===== src/rtl/block_cache_directory_random_evict_macros.svh =====
// ---------------------------------------------------------------------------
// Assertion macros for the cache directory block
// Shared helpers so each check is one line at the point of use.
// ---------------------------------------------------------------------------
`ifndef BLOCK_CACHE_DIRECTORY_RANDOM_EVICT_MACROS_SVH
`define BLOCK_CACHE_DIRECTORY_RANDOM_EVICT_MACROS_SVH

// condition must hold on every clock outside reset
`define BCDRE_ASSERT_ALWAYS(lbl, cond, msg) \
  lbl: assert property (@(posedge clk) disable iff (rst) (cond)) else $error(msg);

// antecedent implies consequent in the same cycle
`define BCDRE_ASSERT_IMP(lbl, ante, cons, msg) \
  lbl: assert property (@(posedge clk) disable iff (rst) (ante) |-> (cons)) else $error(msg);

`endif


===== src/rtl/bcdre_pkg.sv =====
// ---------------------------------------------------------------------------
// bcdre_pkg
// Types, constants and helpers shared by the cache directory modules.
// ---------------------------------------------------------------------------
package bcdre_pkg;

  localparam int MAX_ENTRIES = 64;
  localparam int BLOCK_BYTES = 4096;
  localparam int IDX_W       = $clog2(MAX_ENTRIES);
  localparam int OCC_W       = $clog2(MAX_ENTRIES + 1);
  localparam int FQ_DEPTH    = 2;
  localparam int OQ_DEPTH    = 2;
  localparam int CFG_IDX_W   = 1;
  localparam int CFG_DATA_W  = 32;
  localparam logic [31:0] LFSR_TAPS = 32'h8020_0003;

  // request codes
  localparam logic [2:0] REQ_READ  = 3'd0;
  localparam logic [2:0] REQ_WRITE = 3'd1;
  localparam logic [2:0] REQ_FLUSH = 3'd2;
  localparam logic [2:0] REQ_DROP  = 3'd3;
  localparam logic [2:0] REQ_CLEAR = 3'd4;

  // configuration register indexes
  localparam logic [CFG_IDX_W-1:0] REG_BLOCK_LIMIT = 1'd0;
  localparam logic [CFG_IDX_W-1:0] REG_RANDOM_SEED = 1'd1;

  typedef enum logic [2:0] {
    KIND_READ, KIND_WRITE, KIND_FLUSH, KIND_DROP, KIND_CLEAR
  } kind_t;

  typedef struct packed {
    logic [2:0]  req_type;
    logic [9:0]  file_id;
    logic [31:0] block_number;
    logic [11:0] byte_offset;
    logic [12:0] chunk_length;
    logic [12:0] fill_length;
  } in_t;

  typedef struct packed {
    logic        hit;
    logic [12:0] bytes_done;
    logic        stop;
    logic [12:0] entry_length;
    logic        wb_valid;
    logic [9:0]  wb_file;
    logic [31:0] wb_block;
    logic [12:0] wb_length;
    logic [31:0] hit_total;
    logic [31:0] miss_total;
    logic        last;
  } out_t;

  // classified request passed from front to back
  typedef struct packed {
    kind_t       kind;
    logic [9:0]  file;
    logic [31:0] block;
    logic [11:0] off;
    logic [12:0] chunk;
    logic [12:0] fill;
  } cmd_t;

  // one directory entry in the tag memory
  typedef struct packed {
    logic [9:0]  file;
    logic [31:0] block;
    logic [12:0] bytes;
  } ent_t;

  typedef struct packed {
    logic              we;
    logic [CFG_IDX_W-1:0] index;
    logic [CFG_DATA_W-1:0] data;
  } cfg_t;

  typedef struct packed {
    logic [OCC_W-1:0] occ;
  } stat_t;

  // one shift of the Galois LFSR
  function automatic logic [31:0] lfsr_step(input logic [31:0] v);
    logic [31:0] s;
    s = v >> 1;
    if (v[0]) s = s ^ LFSR_TAPS;
    return s;
  endfunction

  // limit clamped to 1..MAX_ENTRIES
  function automatic logic [OCC_W-1:0] lim_eff(input logic [6:0] l);
    int v;
    v = int'(l);
    if (v == 0) v = 1;
    if (v > MAX_ENTRIES) v = MAX_ENTRIES;
    return OCC_W'(v);
  endfunction

  // chunk saturated to the room left in the block
  function automatic logic [12:0] chunk_sat(input logic [11:0] off, input logic [12:0] clen);
    int room;
    room = (int'(off) < BLOCK_BYTES) ? BLOCK_BYTES - int'(off) : 0;
    return (int'(clen) < room) ? clen : 13'(room);
  endfunction

  function automatic logic [12:0] fill_sat(input logic [12:0] f);
    return (int'(f) > BLOCK_BYTES) ? 13'(BLOCK_BYTES) : f;
  endfunction

endpackage


===== src/rtl/bcdre_ram.sv =====
// ---------------------------------------------------------------------------
// bcdre_ram
// Generic single write port, single read port RAM with registered read.
// ---------------------------------------------------------------------------
module bcdre_ram #(
  parameter int WIDTH = 8,
  parameter int DEPTH = 16,
  localparam int AW = $clog2(DEPTH)
) (
  input  logic             clk,
  input  logic             we,
  input  logic [AW-1:0]    waddr,
  input  logic [WIDTH-1:0] wdata,
  input  logic [AW-1:0]    raddr,
  output logic [WIDTH-1:0] rdata
);

  logic [WIDTH-1:0] mem [DEPTH];

  always_ff @(posedge clk) begin
    if (we) mem[waddr] <= wdata;
    rdata <= mem[raddr];
  end

endmodule


===== src/rtl/bcdre_front.sv =====
// ---------------------------------------------------------------------------
// bcdre_front
// Accepts request items, classifies them and queues them for the back end.
// ---------------------------------------------------------------------------
module bcdre_front (
  input  logic                  clk,
  input  logic                  rst,
  input  logic                  push,
  output logic                  full,
  input  bcdre_pkg::in_t        request,
  output logic                  cmd_valid,
  input  logic                  cmd_take,
  output bcdre_pkg::cmd_t       cmd
);

  localparam int PW = (bcdre_pkg::FQ_DEPTH > 1) ? $clog2(bcdre_pkg::FQ_DEPTH) : 1;
  localparam int CW = $clog2(bcdre_pkg::FQ_DEPTH + 1);

  bcdre_pkg::cmd_t q [bcdre_pkg::FQ_DEPTH];
  logic [PW-1:0]   head;
  logic [PW-1:0]   tail;
  logic [CW-1:0]   count;
  bcdre_pkg::cmd_t cls;
  logic            known;
  logic            enq;
  logic            deq;

  // classify the incoming item
  always_comb begin
    cls.file  = request.file_id;
    cls.block = request.block_number;
    cls.off   = request.byte_offset;
    cls.chunk = bcdre_pkg::chunk_sat(request.byte_offset, request.chunk_length);
    cls.fill  = bcdre_pkg::fill_sat(request.fill_length);
    known     = 1'b1;
    unique case (request.req_type)
      bcdre_pkg::REQ_READ:  cls.kind = bcdre_pkg::KIND_READ;
      bcdre_pkg::REQ_WRITE: cls.kind = bcdre_pkg::KIND_WRITE;
      bcdre_pkg::REQ_FLUSH: cls.kind = bcdre_pkg::KIND_FLUSH;
      bcdre_pkg::REQ_DROP:  cls.kind = bcdre_pkg::KIND_DROP;
      bcdre_pkg::REQ_CLEAR: cls.kind = bcdre_pkg::KIND_CLEAR;
      default: begin
        cls.kind = bcdre_pkg::KIND_CLEAR;
        known    = 1'b0;
      end
    endcase
  end

  assign full      = (count == CW'(bcdre_pkg::FQ_DEPTH));
  assign cmd_valid = (count != '0);
  assign cmd       = q[head];
  // unknown codes are accepted and dropped
  assign enq       = push && !full && known;
  assign deq       = cmd_take && cmd_valid;

  // queue storage
  always_ff @(posedge clk) begin
    if (enq) q[tail] <= cls;
  end

  // queue pointers
  always_ff @(posedge clk) begin
    if (rst) begin
      head  <= '0;
      tail  <= '0;
      count <= '0;
    end else begin
      if (enq) tail <= (tail == PW'(bcdre_pkg::FQ_DEPTH - 1)) ? '0 : tail + 1'b1;
      if (deq) head <= (head == PW'(bcdre_pkg::FQ_DEPTH - 1)) ? '0 : head + 1'b1;
      count <= count + CW'(enq) - CW'(deq);
    end
  end

endmodule


===== src/rtl/bcdre_outq.sv =====
// ---------------------------------------------------------------------------
// bcdre_outq
// Short result queue between the back end and the result ports.
// ---------------------------------------------------------------------------
module bcdre_outq (
  input  logic             clk,
  input  logic             rst,
  input  logic             wr,
  input  bcdre_pkg::out_t  wdata,
  output logic             full,
  output logic             empty,
  input  logic             pop,
  output bcdre_pkg::out_t  result
);

  localparam int PW = (bcdre_pkg::OQ_DEPTH > 1) ? $clog2(bcdre_pkg::OQ_DEPTH) : 1;
  localparam int CW = $clog2(bcdre_pkg::OQ_DEPTH + 1);

  bcdre_pkg::out_t q [bcdre_pkg::OQ_DEPTH];
  logic [PW-1:0]   head;
  logic [PW-1:0]   tail;
  logic [CW-1:0]   count;
  logic            enq;
  logic            deq;

  assign full   = (count == CW'(bcdre_pkg::OQ_DEPTH));
  assign empty  = (count == '0);
  assign result = q[head];
  assign enq    = wr && !full;
  assign deq    = pop && !empty;

  always_ff @(posedge clk) begin
    if (enq) q[tail] <= wdata;
  end

  always_ff @(posedge clk) begin
    if (rst) begin
      head  <= '0;
      tail  <= '0;
      count <= '0;
    end else begin
      if (enq) tail <= (tail == PW'(bcdre_pkg::OQ_DEPTH - 1)) ? '0 : tail + 1'b1;
      if (deq) head <= (head == PW'(bcdre_pkg::OQ_DEPTH - 1)) ? '0 : head + 1'b1;
      count <= count + CW'(enq) - CW'(deq);
    end
  end

endmodule


===== src/rtl/bcdre_back.sv =====
// ---------------------------------------------------------------------------
// bcdre_back
// Directory engine: lookup scan, victim choice, insert, update, flush, drop and counter clear.
// ---------------------------------------------------------------------------
module bcdre_back (
  input  logic             clk,
  input  logic             rst,
  input  bcdre_pkg::cfg_t  cfg,
  input  logic             cmd_valid,
  output logic             cmd_take,
  input  bcdre_pkg::cmd_t  cmd,
  output logic             oq_wr,
  output bcdre_pkg::out_t  oq_data,
  input  logic             oq_full,
  output bcdre_pkg::stat_t stat
);

  localparam int IW = bcdre_pkg::IDX_W;
  localparam int OW = bcdre_pkg::OCC_W;
  localparam logic [IW-1:0] LAST_IDX = IW'(bcdre_pkg::MAX_ENTRIES - 1);

  typedef enum logic [3:0] {
    S_IDLE, S_LK_RD, S_LK_CMP, S_MISS, S_DIV, S_VSEL, S_VRD, S_VCHK,
    S_INS, S_OP, S_EMIT, S_FL_RD, S_FL_CHK, S_FL_END
  } state_t;

  typedef struct packed {
    logic        hit;
    logic [12:0] bytes;
    logic        stop;
    logic [12:0] elen;
    logic        wbv;
    logic [9:0]  wbf;
    logic [31:0] wbb;
    logic [12:0] wbl;
  } res_t;

  state_t                       state;
  bcdre_pkg::cmd_t              c;
  res_t                         r;
  logic [bcdre_pkg::MAX_ENTRIES-1:0] valid;
  logic [bcdre_pkg::MAX_ENTRIES-1:0] dirty;
  logic [OW-1:0]                occ;
  logic [6:0]                   block_limit;
  logic [31:0]                  lfsr;
  logic [31:0]                  hit_cnt;
  logic [31:0]                  miss_cnt;
  logic [IW-1:0]                rd_addr;
  logic [IW-1:0]                vptr;
  logic [IW-1:0]                victim;
  logic [IW-1:0]                free;
  logic                         free_found;
  logic [IW-1:0]                slot;
  logic [12:0]                  len;
  logic [31:0]                  dividend;
  logic [OW-1:0]                rem;
  logic [4:0]                   div_cnt;
  bcdre_pkg::ent_t              pend;
  logic                         pend_v;

  logic [$bits(bcdre_pkg::ent_t)-1:0] rdata_raw;
  bcdre_pkg::ent_t              rd_ent;
  logic                         ram_we;
  logic [IW-1:0]                ram_waddr;
  bcdre_pkg::ent_t              ram_wdata;
  logic                         match;
  logic                         fl_match;
  logic [OW:0]                  trial;
  logic [12:0]                  wr_end;
  logic [12:0]                  new_len;
  logic [12:0]                  avail;
  logic [31:0]                  lfsr_n;

  assign rd_ent    = bcdre_pkg::ent_t'(rdata_raw);
  assign stat.occ  = occ;
  assign cmd_take  = (state == S_IDLE);
  assign match     = valid[rd_addr] && rd_ent.file == c.file && rd_ent.block == c.block;
  assign fl_match  = valid[rd_addr] && dirty[rd_addr] && rd_ent.file == c.file;
  assign trial     = {rem, dividend[31]};
  assign lfsr_n    = bcdre_pkg::lfsr_step(lfsr);
  assign avail     = len - {1'b0, c.off};

  // write end and grown length for a write chunk
  always_comb begin
    logic [13:0] e;
    e      = {2'b0, c.off} + {1'b0, c.chunk};
    wr_end = (int'(e) > bcdre_pkg::BLOCK_BYTES) ? 13'(bcdre_pkg::BLOCK_BYTES) : e[12:0];
    new_len = (len < wr_end) ? wr_end : len;
  end

  // tag memory write port
  always_comb begin
    ram_we    = 1'b0;
    ram_waddr = slot;
    ram_wdata = '{file: c.file, block: c.block, bytes: new_len};
    if (state == S_INS && free_found &&
        !(c.kind == bcdre_pkg::KIND_READ && c.fill == '0)) begin
      ram_we          = 1'b1;
      ram_waddr       = free;
      ram_wdata.bytes = c.fill;
    end else if (state == S_OP && c.kind == bcdre_pkg::KIND_WRITE) begin
      ram_we = 1'b1;
    end
  end

  bcdre_ram #(
    .WIDTH($bits(bcdre_pkg::ent_t)),
    .DEPTH(bcdre_pkg::MAX_ENTRIES)
  ) u_tags (
    .clk  (clk),
    .we   (ram_we),
    .waddr(ram_waddr),
    .wdata(ram_wdata),
    .raddr(rd_addr),
    .rdata(rdata_raw)
  );

  // result queue write
  always_comb begin
    oq_wr   = 1'b0;
    oq_data = '0;
    oq_data.hit_total  = hit_cnt;
    oq_data.miss_total = miss_cnt;
    unique case (state) inside
      S_EMIT: begin
        oq_wr                 = 1'b1;
        oq_data.hit           = r.hit;
        oq_data.bytes_done    = r.bytes;
        oq_data.stop          = r.stop;
        oq_data.entry_length  = r.elen;
        oq_data.wb_valid      = r.wbv;
        oq_data.wb_file       = r.wbf;
        oq_data.wb_block      = r.wbb;
        oq_data.wb_length     = r.wbl;
        oq_data.last          = 1'b1;
      end
      S_FL_CHK, S_FL_END: begin
        oq_wr = (state == S_FL_END) || (fl_match && pend_v);
        if (pend_v) begin
          oq_data.wb_valid     = 1'b1;
          oq_data.wb_file      = pend.file;
          oq_data.wb_block     = pend.block;
          oq_data.wb_length    = pend.bytes;
          oq_data.entry_length = pend.bytes;
        end
        oq_data.last = (state == S_FL_END);
      end
      default: oq_wr = 1'b0;
    endcase
  end

  // main sequencer
  always_ff @(posedge clk) begin
    if (rst) begin
      state       <= S_IDLE;
      valid       <= '0;
      dirty       <= '0;
      occ         <= '0;
      block_limit <= 7'd64;
      lfsr        <= 32'd1;
      hit_cnt     <= '0;
      miss_cnt    <= '0;
      pend_v      <= 1'b0;
      free_found  <= 1'b0;
      rd_addr     <= '0;
    end else begin
      // configuration writes
      if (cfg.we) begin
        if (cfg.index == bcdre_pkg::REG_BLOCK_LIMIT) block_limit <= cfg.data[6:0];
        if (cfg.index == bcdre_pkg::REG_RANDOM_SEED)
          lfsr <= (cfg.data == '0) ? 32'd1 : cfg.data;
      end
      unique case (state)
        S_IDLE: begin
          if (cmd_valid) begin
            c          <= cmd;
            r          <= '0;
            rd_addr    <= '0;
            free_found <= 1'b0;
            pend_v     <= 1'b0;
            unique case (cmd.kind) inside
              bcdre_pkg::KIND_READ, bcdre_pkg::KIND_WRITE: state <= S_LK_RD;
              bcdre_pkg::KIND_FLUSH: state <= S_FL_RD;
              bcdre_pkg::KIND_DROP: begin
                valid <= '0;
                dirty <= '0;
                occ   <= '0;
                state <= S_EMIT;
              end
              default: begin
                hit_cnt  <= '0;
                miss_cnt <= '0;
                state    <= S_EMIT;
              end
            endcase
          end
        end
        S_LK_RD: state <= S_LK_CMP;
        // compare one entry per visit, note the lowest free slot
        S_LK_CMP: begin
          if (match) begin
            hit_cnt <= hit_cnt + 32'd1;
            r.hit   <= 1'b1;
            slot    <= rd_addr;
            len     <= rd_ent.bytes;
            state   <= S_OP;
          end else begin
            if (!valid[rd_addr] && !free_found) begin
              free       <= rd_addr;
              free_found <= 1'b1;
            end
            if (rd_addr == LAST_IDX) state <= S_MISS;
            else begin
              rd_addr <= rd_addr + 1'b1;
              state   <= S_LK_RD;
            end
          end
        end
        S_MISS: begin
          miss_cnt <= miss_cnt + 32'd1;
          if (occ >= bcdre_pkg::lim_eff(block_limit) && occ != '0) begin
            lfsr     <= lfsr_n;
            dividend <= lfsr_n;
            rem      <= '0;
            div_cnt  <= '0;
            state    <= S_DIV;
          end else begin
            state <= S_INS;
          end
        end
        // restoring remainder, one dividend bit per cycle
        S_DIV: begin
          dividend <= dividend << 1;
          if (trial >= {1'b0, occ}) rem <= OW'(trial - {1'b0, occ});
          else rem <= trial[OW-1:0];
          div_cnt <= div_cnt + 5'd1;
          if (div_cnt == 5'd31) begin
            vptr  <= '0;
            state <= S_VSEL;
          end
        end
        // walk valid bits to the entry of the chosen rank
        S_VSEL: begin
          if (valid[vptr] && rem == '0) begin
            victim  <= vptr;
            rd_addr <= vptr;
            state   <= S_VRD;
          end else begin
            if (valid[vptr]) rem <= rem - 1'b1;
            vptr <= vptr + 1'b1;
            if (vptr == LAST_IDX) state <= S_INS;
          end
        end
        S_VRD: state <= S_VCHK;
        S_VCHK: begin
          if (dirty[victim]) begin
            r.wbv <= 1'b1;
            r.wbf <= rd_ent.file;
            r.wbb <= rd_ent.block;
            r.wbl <= rd_ent.bytes;
          end
          valid[victim] <= 1'b0;
          dirty[victim] <= 1'b0;
          occ           <= occ - 1'b1;
          if (!free_found || victim < free) free <= victim;
          free_found <= 1'b1;
          state      <= S_INS;
        end
        S_INS: begin
          if (c.kind == bcdre_pkg::KIND_READ && c.fill == '0) begin
            r.stop <= 1'b1;
            state  <= S_EMIT;
          end else if (!free_found) begin
            r.stop <= (c.kind == bcdre_pkg::KIND_READ);
            state  <= S_EMIT;
          end else begin
            valid[free] <= 1'b1;
            dirty[free] <= 1'b0;
            occ         <= occ + 1'b1;
            slot        <= free;
            len         <= c.fill;
            state       <= S_OP;
          end
        end
        S_OP: begin
          if (c.kind == bcdre_pkg::KIND_WRITE) begin
            dirty[slot] <= 1'b1;
            r.bytes     <= c.chunk;
            r.elen      <= new_len;
          end else begin
            r.elen <= len;
            if (len <= {1'b0, c.off}) r.stop <= 1'b1;
            else r.bytes <= (c.chunk < avail) ? c.chunk : avail;
          end
          state <= S_EMIT;
        end
        S_EMIT: if (!oq_full) state <= S_IDLE;
        S_FL_RD: state <= S_FL_CHK;
        // hold the newest match back so the final one can carry last
        S_FL_CHK: begin
          if (!(fl_match && pend_v && oq_full)) begin
            if (fl_match) begin
              pend           <= rd_ent;
              pend_v         <= 1'b1;
              dirty[rd_addr] <= 1'b0;
            end
            if (rd_addr == LAST_IDX) state <= S_FL_END;
            else begin
              rd_addr <= rd_addr + 1'b1;
              state   <= S_FL_RD;
            end
          end
        end
        S_FL_END: if (!oq_full) state <= S_IDLE;
        default: state <= S_IDLE;
      endcase
    end
  end

endmodule


===== src/rtl/block_cache_directory_random_evict.sv =====
// A read or write scans the tag entries in order until it hits; a miss scans all 64
// entries, then computes a random remainder and walks the valid bits to a victim
// when it evicts. A flush scans all 64 entries and can be held by output stalls.
// The back end handles one item at a time and takes no new item until the last is emitted.
// Reset is synchronous: all entries invalid, counters zero, limit 64, LFSR 1.
// ---------------------------------------------------------------------------
// block_cache_directory_random_evict
// Fully associative write-back block directory with random replacement.
// ---------------------------------------------------------------------------
`include "block_cache_directory_random_evict_macros.svh"

module block_cache_directory_random_evict (
  input  logic                                clk,
  input  logic                                rst,
  input  logic                                push,
  output logic                                full,
  input  bcdre_pkg::in_t                      request,
  output logic                                empty,
  input  logic                                pop,
  output bcdre_pkg::out_t                     result,
  input  logic                                cfg_write,
  input  logic [bcdre_pkg::CFG_IDX_W-1:0]     cfg_index,
  input  logic [bcdre_pkg::CFG_DATA_W-1:0]    cfg_data
);

  logic             cmd_valid;
  logic             cmd_take;
  bcdre_pkg::cmd_t  cmd;
  logic             oq_wr;
  logic             oq_full;
  bcdre_pkg::out_t  oq_data;
  bcdre_pkg::cfg_t  cfg;
  bcdre_pkg::stat_t stat;

  assign cfg.we    = cfg_write;
  assign cfg.index = cfg_index;
  assign cfg.data  = cfg_data;

  bcdre_front u_front (
    .clk      (clk),
    .rst      (rst),
    .push     (push),
    .full     (full),
    .request  (request),
    .cmd_valid(cmd_valid),
    .cmd_take (cmd_take),
    .cmd      (cmd)
  );

  bcdre_back u_back (
    .clk      (clk),
    .rst      (rst),
    .cfg      (cfg),
    .cmd_valid(cmd_valid),
    .cmd_take (cmd_take),
    .cmd      (cmd),
    .oq_wr    (oq_wr),
    .oq_data  (oq_data),
    .oq_full  (oq_full),
    .stat     (stat)
  );

  bcdre_outq u_outq (
    .clk   (clk),
    .rst   (rst),
    .wr    (oq_wr),
    .wdata (oq_data),
    .full  (oq_full),
    .empty (empty),
    .pop   (pop),
    .result(result)
  );

  // checks
  `BCDRE_ASSERT_ALWAYS(a_occ_range, int'(stat.occ) <= bcdre_pkg::MAX_ENTRIES, "occupancy overflow")
  `BCDRE_ASSERT_IMP(a_hit_no_wb, !empty && result.hit, !result.wb_valid, "write-back on a hit")
  `BCDRE_ASSERT_IMP(a_stop_zero, !empty && result.stop, result.bytes_done == '0, "stop with bytes")

endmodule


===== config.mk =====
export PLATFORM = sky130hd
export DESIGN_NAME = block_cache_directory_random_evict
export DESIGN_NICKNAME = d
export VERILOG_FILES = /design/src/rtl/bcdre_pkg.sv /design/src/rtl/bcdre_ram.sv /design/src/rtl/bcdre_front.sv /design/src/rtl/bcdre_outq.sv /design/src/rtl/bcdre_back.sv /design/src/rtl/block_cache_directory_random_evict.sv
export VERILOG_INCLUDE_DIRS = /design/src /design/src/rtl
export SDC_FILE = /design/constraint.sdc
export NUM_CORES = 2
export LEC_CHECK = 0
export CAP_MARGIN = 25
export CORE_MARGIN = 2
export CORE_UTILIZATION = 45
export DETAILED_ROUTE_END_ITERATION = 6
export DONT_BUFFER_PORTS = 1
export GPL_ROUTABILITY_DRIVEN = 0
export HOLD_SLACK_MARGIN = 0.02
export SLEW_MARGIN = 25
export SYNTH_ARGS = -nofsm -noshare
export SYNTH_HDL_FRONTEND = slang
export SYNTH_SLANG_ARGS = --single-unit

===== constraint.sdc =====
create_clock -name clk -period 22 [get_ports clk]
set_input_delay 6.6 -clock clk [delete_from_list [all_inputs] [get_ports clk]]
set_output_delay 6.6 -clock clk [all_outputs]
set_load 0.02 [all_outputs]

== After elaboration in Yosys (flattened, before gate mapping) ==
Memory sizes are Yosys's and may differ from the RTL's. A register that Yosys moved wholly into a read port is not among the register bits.
Index checks and enable logic that the tools add are counted.

* Bits of input ports: 121
* RAM bits: 3984
* Register bits after elaboration: 561
* Output and inout bits: 151
* Memories kept: 3

* Magnitude comparators: 19
* Bitwise gates (word level): 13
* Mux-type cells: 145
* Add/sub/neg operators: 20
* Equality and inequality tests: 52
* Reductions and logical operators: 83

{| class="wikitable"
|+ Memories
! memory !! depth !! bits a word !! rd ports !! clocked after memory_dff !! write ports !! RTL line !! source
|-
| u_back.u_tags.mem || 64 || 55 || 1 || 1 || 1 || bcdre_ram.sv:18 || <nowiki>logic [WIDTH-1:0] mem [DEPTH];</nowiki>
|-
| u_outq.q || 2 || 149 || 1 || 1 || 1 || bcdre_outq.sv:19 || <nowiki>bcdre_pkg::out_t q [bcdre_pkg::OQ_DEPTH];</nowiki>
|-
| u_front.q || 2 || 83 || 1 || 1 || 1 || bcdre_front.sv:19 || <nowiki>bcdre_pkg::cmd_t q [bcdre_pkg::FQ_DEPTH];</nowiki>
|}

{| class="wikitable"
|+ Operator list
! cell !! count
|-
| two-way mux 64 bit || 9
|-
| two-way mux 32 bit || 12
|-
| one-hot mux 64 bit (5 select lines) || 1
|-
| AND 64 bit || 4
|-
| NOT 64 bit || 3
|-
| one-hot mux 32 bit (2 select lines) || 3
|-
| one-hot mux 64 bit (3 select lines) || 1
|-
| two-way mux 13 bit || 12
|-
| one-hot mux 69 bit (2 select lines) || 1
|-
| bitwise OR 64 bit || 2
|-
| one-hot mux 56 bit (2 select lines) || 1
|-
| two-way mux 6 bit || 14
|-
| two-way mux 7 bit || 12
|-
| two-way mux 84 bit || 1
|-
| one-hot mux 13 bit (2 select lines) || 3
|-
| two-way mux 69 bit || 1
|-
| adder 32 x 1 -> 32 bit (second input constant) || 2
|-
| two-way mux 56 bit || 1
|-
| one-hot mux 4 bit (13 select lines) || 1
|-
| one-hot mux 7 bit (3 select lines) || 2
|-
| one-hot mux 6 bit (2 select lines) || 3
|-
| less-than comparator 6 x 7 -> 1 bit (second input constant) || 5
|-
| two-way mux 1 bit || 35
|-
| == test 32 bit || 1
|-
| 74 further kinds || 202
|}

== Logic depth before layout (Yosys ltp) ==
* Depth after elaboration: 12
* Depth in mapped cells: 24

== Cells and area by module ==
From an unflattened synthesis, not the netlist that was laid out.

* Cell total of the unflattened synthesis: 9810
* Area total of the unflattened synthesis: 183677.4 um2

{| class="wikitable"
|+ Modules (own cells, without submodules)
! module !! cells each !! sequential area each (um2) !! times used !! area an instance (um2)
|-
| bcdre_ram || 5717 || 106802.4 || 1 || 134476.5
|-
| bcdre_back || 3211 || 14103.5 || 1 || 30777.0
|-
| bcdre_outq || 491 || 9048.7 || 1 || 11410.9
|-
| bcdre_front || 391 || 5084.9 || 1 || 7013.0
|}

== Worst setup path after synthesis ==
Ideal clock, no wire load.

* Path type: flip-flop to flip-flop
* From: register u_back.c[13] (netlist bit)
* To: memory u_back.u_tags.mem[0][12] (netlist bit) (data pin)
* Required time: 20713 ps
* Setup time: 1287 ps
* Path buffers: 0
* Cell stages (with the launch flop): 23
* Period minus slack after synthesis: 11501 ps
* Path slack: 10499 ps
* Arrival: 10214 ps
* Cells stage by stage: edfxtp_1 > ha_1 > inv_1 > fa_1 > nor2b_1 > o2111ai_1 > and4b_1 > a21o_1 > a21oi_1 > mux2i_1 > nor2_1 > inv_1 > ha_1 > a21o_1 > a21o_1 > a21oi_1 > o21ai_1 > a21o_1 > a2111oi_0 > inv_1 > nand2_1 > o22ai_1 > a2111oi_0

{| class="wikitable"
|+ RTL lines
! element !! RTL line !! source
|-
| from (decl) || bcdre_back.sv:39 || <nowiki>bcdre_pkg::cmd_t c;</nowiki>
|-
| from (signal assigned) || bcdre_back.sv:176 || <nowiki>c <= cmd;</nowiki>
|-
| to (decl) || bcdre_ram.sv:18 ||
|}

==> summary.txt <==
Worst setup path
  • R2R Path Start: u_back.c[13]
  • Required time worst endpoint: approximately 15 ns
  • Worst R2R Setup Slack: 14.62 ns
  • CP Class: reg -> out
  • CP max FO: 75
  • Reg2reg end: u_back.u_tags.mem[10][4]
  • Worst reg-to-reg path cell count: 23
  • Critical Path AT: between 3 and 4 ns
  • Crit end category: output port
  • Worst setup SP type: register

Logic synthesis
  • Syn_nets: 10,800
  • Cell taking the most area after synthesis: edfxtp_1
  • Post-synth EDFFs: roughly 4,300
  • Synth async-reset ratio: 0%
  • Largest family of logic cells by synthesized area: compound AO/OA/AOI/OAI gates
  • Simple-gate portion of the synthesized area: approximately 3.9%
  • Syn. warnings: 0
  • Synth Area in XOR/XNOR: less than 1%
  • Synth unique cells: 90
  • #FFs+latches synth: 4,602
  • Top cells by count, synth: edfxtp_1, a22oi_1, clkbuf_1, nand2_1, a21oi_1
  • Yosys top cell area share: about 74%
  • Synth Instances: roughly 11,000
  • Post-Synth Adder-Cell Area: less than 1%
  • Top FF cell, synth: edfxtp_1
  • Area contributors post-synth: edfxtp_1, a22oi_1, dfxtp_1
  • Top-count cell post-synth: edfxtp_1
  • Area of the mapped netlist: between 150,000 and 200,000 um^2
  • Post-Synthesis Mean Instance Area: 16.5 um^2
  • Post-synthesis compound-gate area fraction: about an eighth
  • Post-synthesis mux area share: under 10%
  • Post-synthesis sequential area ratio: between 70 and 80%

Timing
  • Slew Viols, Final: 0
  • Tmin final: roughly 9.7 ns
  • RSZ-0062 raised after global routing: no
  • Finish-stage setup viols: 0
  • Fin crit share: 43.9%
  • Slew Limit Headroom: a little under a fifth
  • Sum of negative setup slack: 0 ns
  • Fmax: just over 0.1 GHz
  • Worst-margin pin slew: between 1 and 1.5 ns
  • Final Hold Fails: 0
  • Worst Skew: slightly below 0.08 ns

Power
  • Power consumption: about 20 mW
  • Pwr/cell area: just over 100 nW/um^2
  • Max IR drop VDD: around 0.12 mV
  • Pleak: 60.6 nW

Run status
  • Status: finished with violations
  • Failing checks: design-rule violations

CTS
  • Clk sink count: ~4,600
  • # H-tree levels: 5
  • Worst-path clk slew: roughly 0.06 ns
  • Total CTS buffers: roughly 450
  • Hold buffers post-CTS: 0
  • Clk Latency, worst-skew pair: slightly above 1 ns
  • Post-cts sizing count: 0
  • CTS tree: yes
  • Clk buf depth: 4
  • Postcts setup bufs: 0
  • Root buf cell: clkbuf_16

Global routing
  • Largest net degree at the start of global routing: approximately 140
  • Overflow after GRT: 0
  • Vias in the first global route: between 100k and 150k
  • Initial antenna violation count: 43
  • GRT Total Usage: between 20% and 30%
  • First-pass GRT wire length: 787,000 um

Layout
  • Post-synthesis to final-layout area growth: 12.6%
  • Layout cell share with drive strength beyond 1: approximately an eighth
  • Nets: about 11,000
  • Core Util, Final: around half
  • Fillers: between 30,000 and 40,000

Floorplanning
  • Die W: around 630 um
  • Starting Density: a little under half
  • Die Ht: between 600 and 700 um
  • IO Pins: approximately 270
  • Core Area: roughly 390,000 um^2
  • Rows: approximately 230
  • Die area: approximately 390,000 um^2

Min path
  • Hold crit path type: reg -> reg
  • Hold Path Depth: 0
  • Worst Hold End: u_back.pend[1]
  • Hold_sp: u_back.u_tags.rdata[1]

Placement
  • Port buffer count: 0
  • Dpl hpwl: 312,000 um

Run
  • Max Cap Violations: 0

Drt
  • Vias per inst: ~6.6
  • Post-DR wirelength/cell: roughly 35 um
  • Drt pass-1 iters: 7
  • Via count: approximately 110k
  • Residual DRC: 25
  • Starting DRT DRC Count: 17,500
  • Antenna Nets Post-Route: 0
  • WL final: ~570,000 um
==> critical path: stages (launching register included) <==
cell and delay, ns:
dfxtp_4 0.63, buf_4 0.80, mux2_2 0.49
==> worst max-delay path by stage <==
stage	endpoint	slack, ns	depth (start not counted)
after floorplan	u_back.u_tags.mem[0][12]	10.50	22
after global placement	u_front.q[0][13]	12.03	12
after detailed placement	u_front.q[1][14]	12.18	10
after CTS	result[144]	12.27	2
after global routing	result[96]	12.20	2
final	result[88]	12.34	2
==> cells in the final DEF (no fill, tap or decap), drive strengths merged, types with 247 or more instances in the layout <==
cell / count
dfxtp: 315
o21ai: 354
edfxtp: 4287
buf: 331
nand2: 394
a22o: 310
a21oi: 353
a31oi: 247
nor2: 302
clkbuf: 595
a22oi: 1316
==> layout make-up <==
cell class	instances	area, um^2	share of cell area, %
multi-input cells	5196	37700	19.1
repair buffers	331	2740	1.39
well taps	5197	6500	3.30
clock buffers	595	12100	6.15
flip-flops and latches	4602	135000	68.5
clock inverters	246	2530	1.28
diodes	28	70.1	0.0356
inverters	99	372	0.189
==> stage by stage <==
step / hold slack [ns] / setup WS [ns] / std cells / instance area (um^2)
floorplan: 0.422 / 10.50 / 10600 / 175000
detailed placement: 0.467 / 12.18 / 15400 / 182000
global route: 0.507 / 12.20 / 16300 / 197000
CTS: 0.478 / 12.27 / 16300 / 197000
global placement: 0.463 / 12.03 / 15400 / 182000
finish: 0.482 / 12.34 / 16300 / 197000
==> power breakdown <==
group / internal [mW] / switching, mW
Sequential: 10.2 / 0.159
Clock: 4.33 / 3.32
Combinational: 0.588 / 1.71
==> flip-flops by register name, summed over array words and instances (netlist names), 7 cells and up, named ones only <==
register	cells
u_back.block_limit	7
u_back.c	83
u_back.dirty	64
u_back.dividend	32
u_back.hit_cnt	32
u_back.len	13
u_back.lfsr	32
u_back.miss_cnt	32
u_back.pend	55
u_back.r	84
u_back.rem	7
u_back.stat	7
u_back.u_tags.mem	3520
u_back.u_tags.rdata	55
u_back.valid	64
u_front.q	166
u_outq.q	298
==> routing by layer <==
layer,share of wire [%],GRT usage [%]
met5,0.019,0.0494
met4,5.1,12.6
met3,12,6.44
met2,46,43.7
met1,37,37.9
==> cells by family (layout without fill, tap and decap cells) <==
kind of cell,Yosys count,count (layout)
xor gates and xnor gates,157,157
AOI/OAI and AO/OA,3208,3208
DFF,4602,4602
adders and majority gates,101,101
muxes,340,340
other,0,28
and+or+nand+nor,1390,1390
buffers and inverters,802,1271
Power figures use the tool's default switching activity.
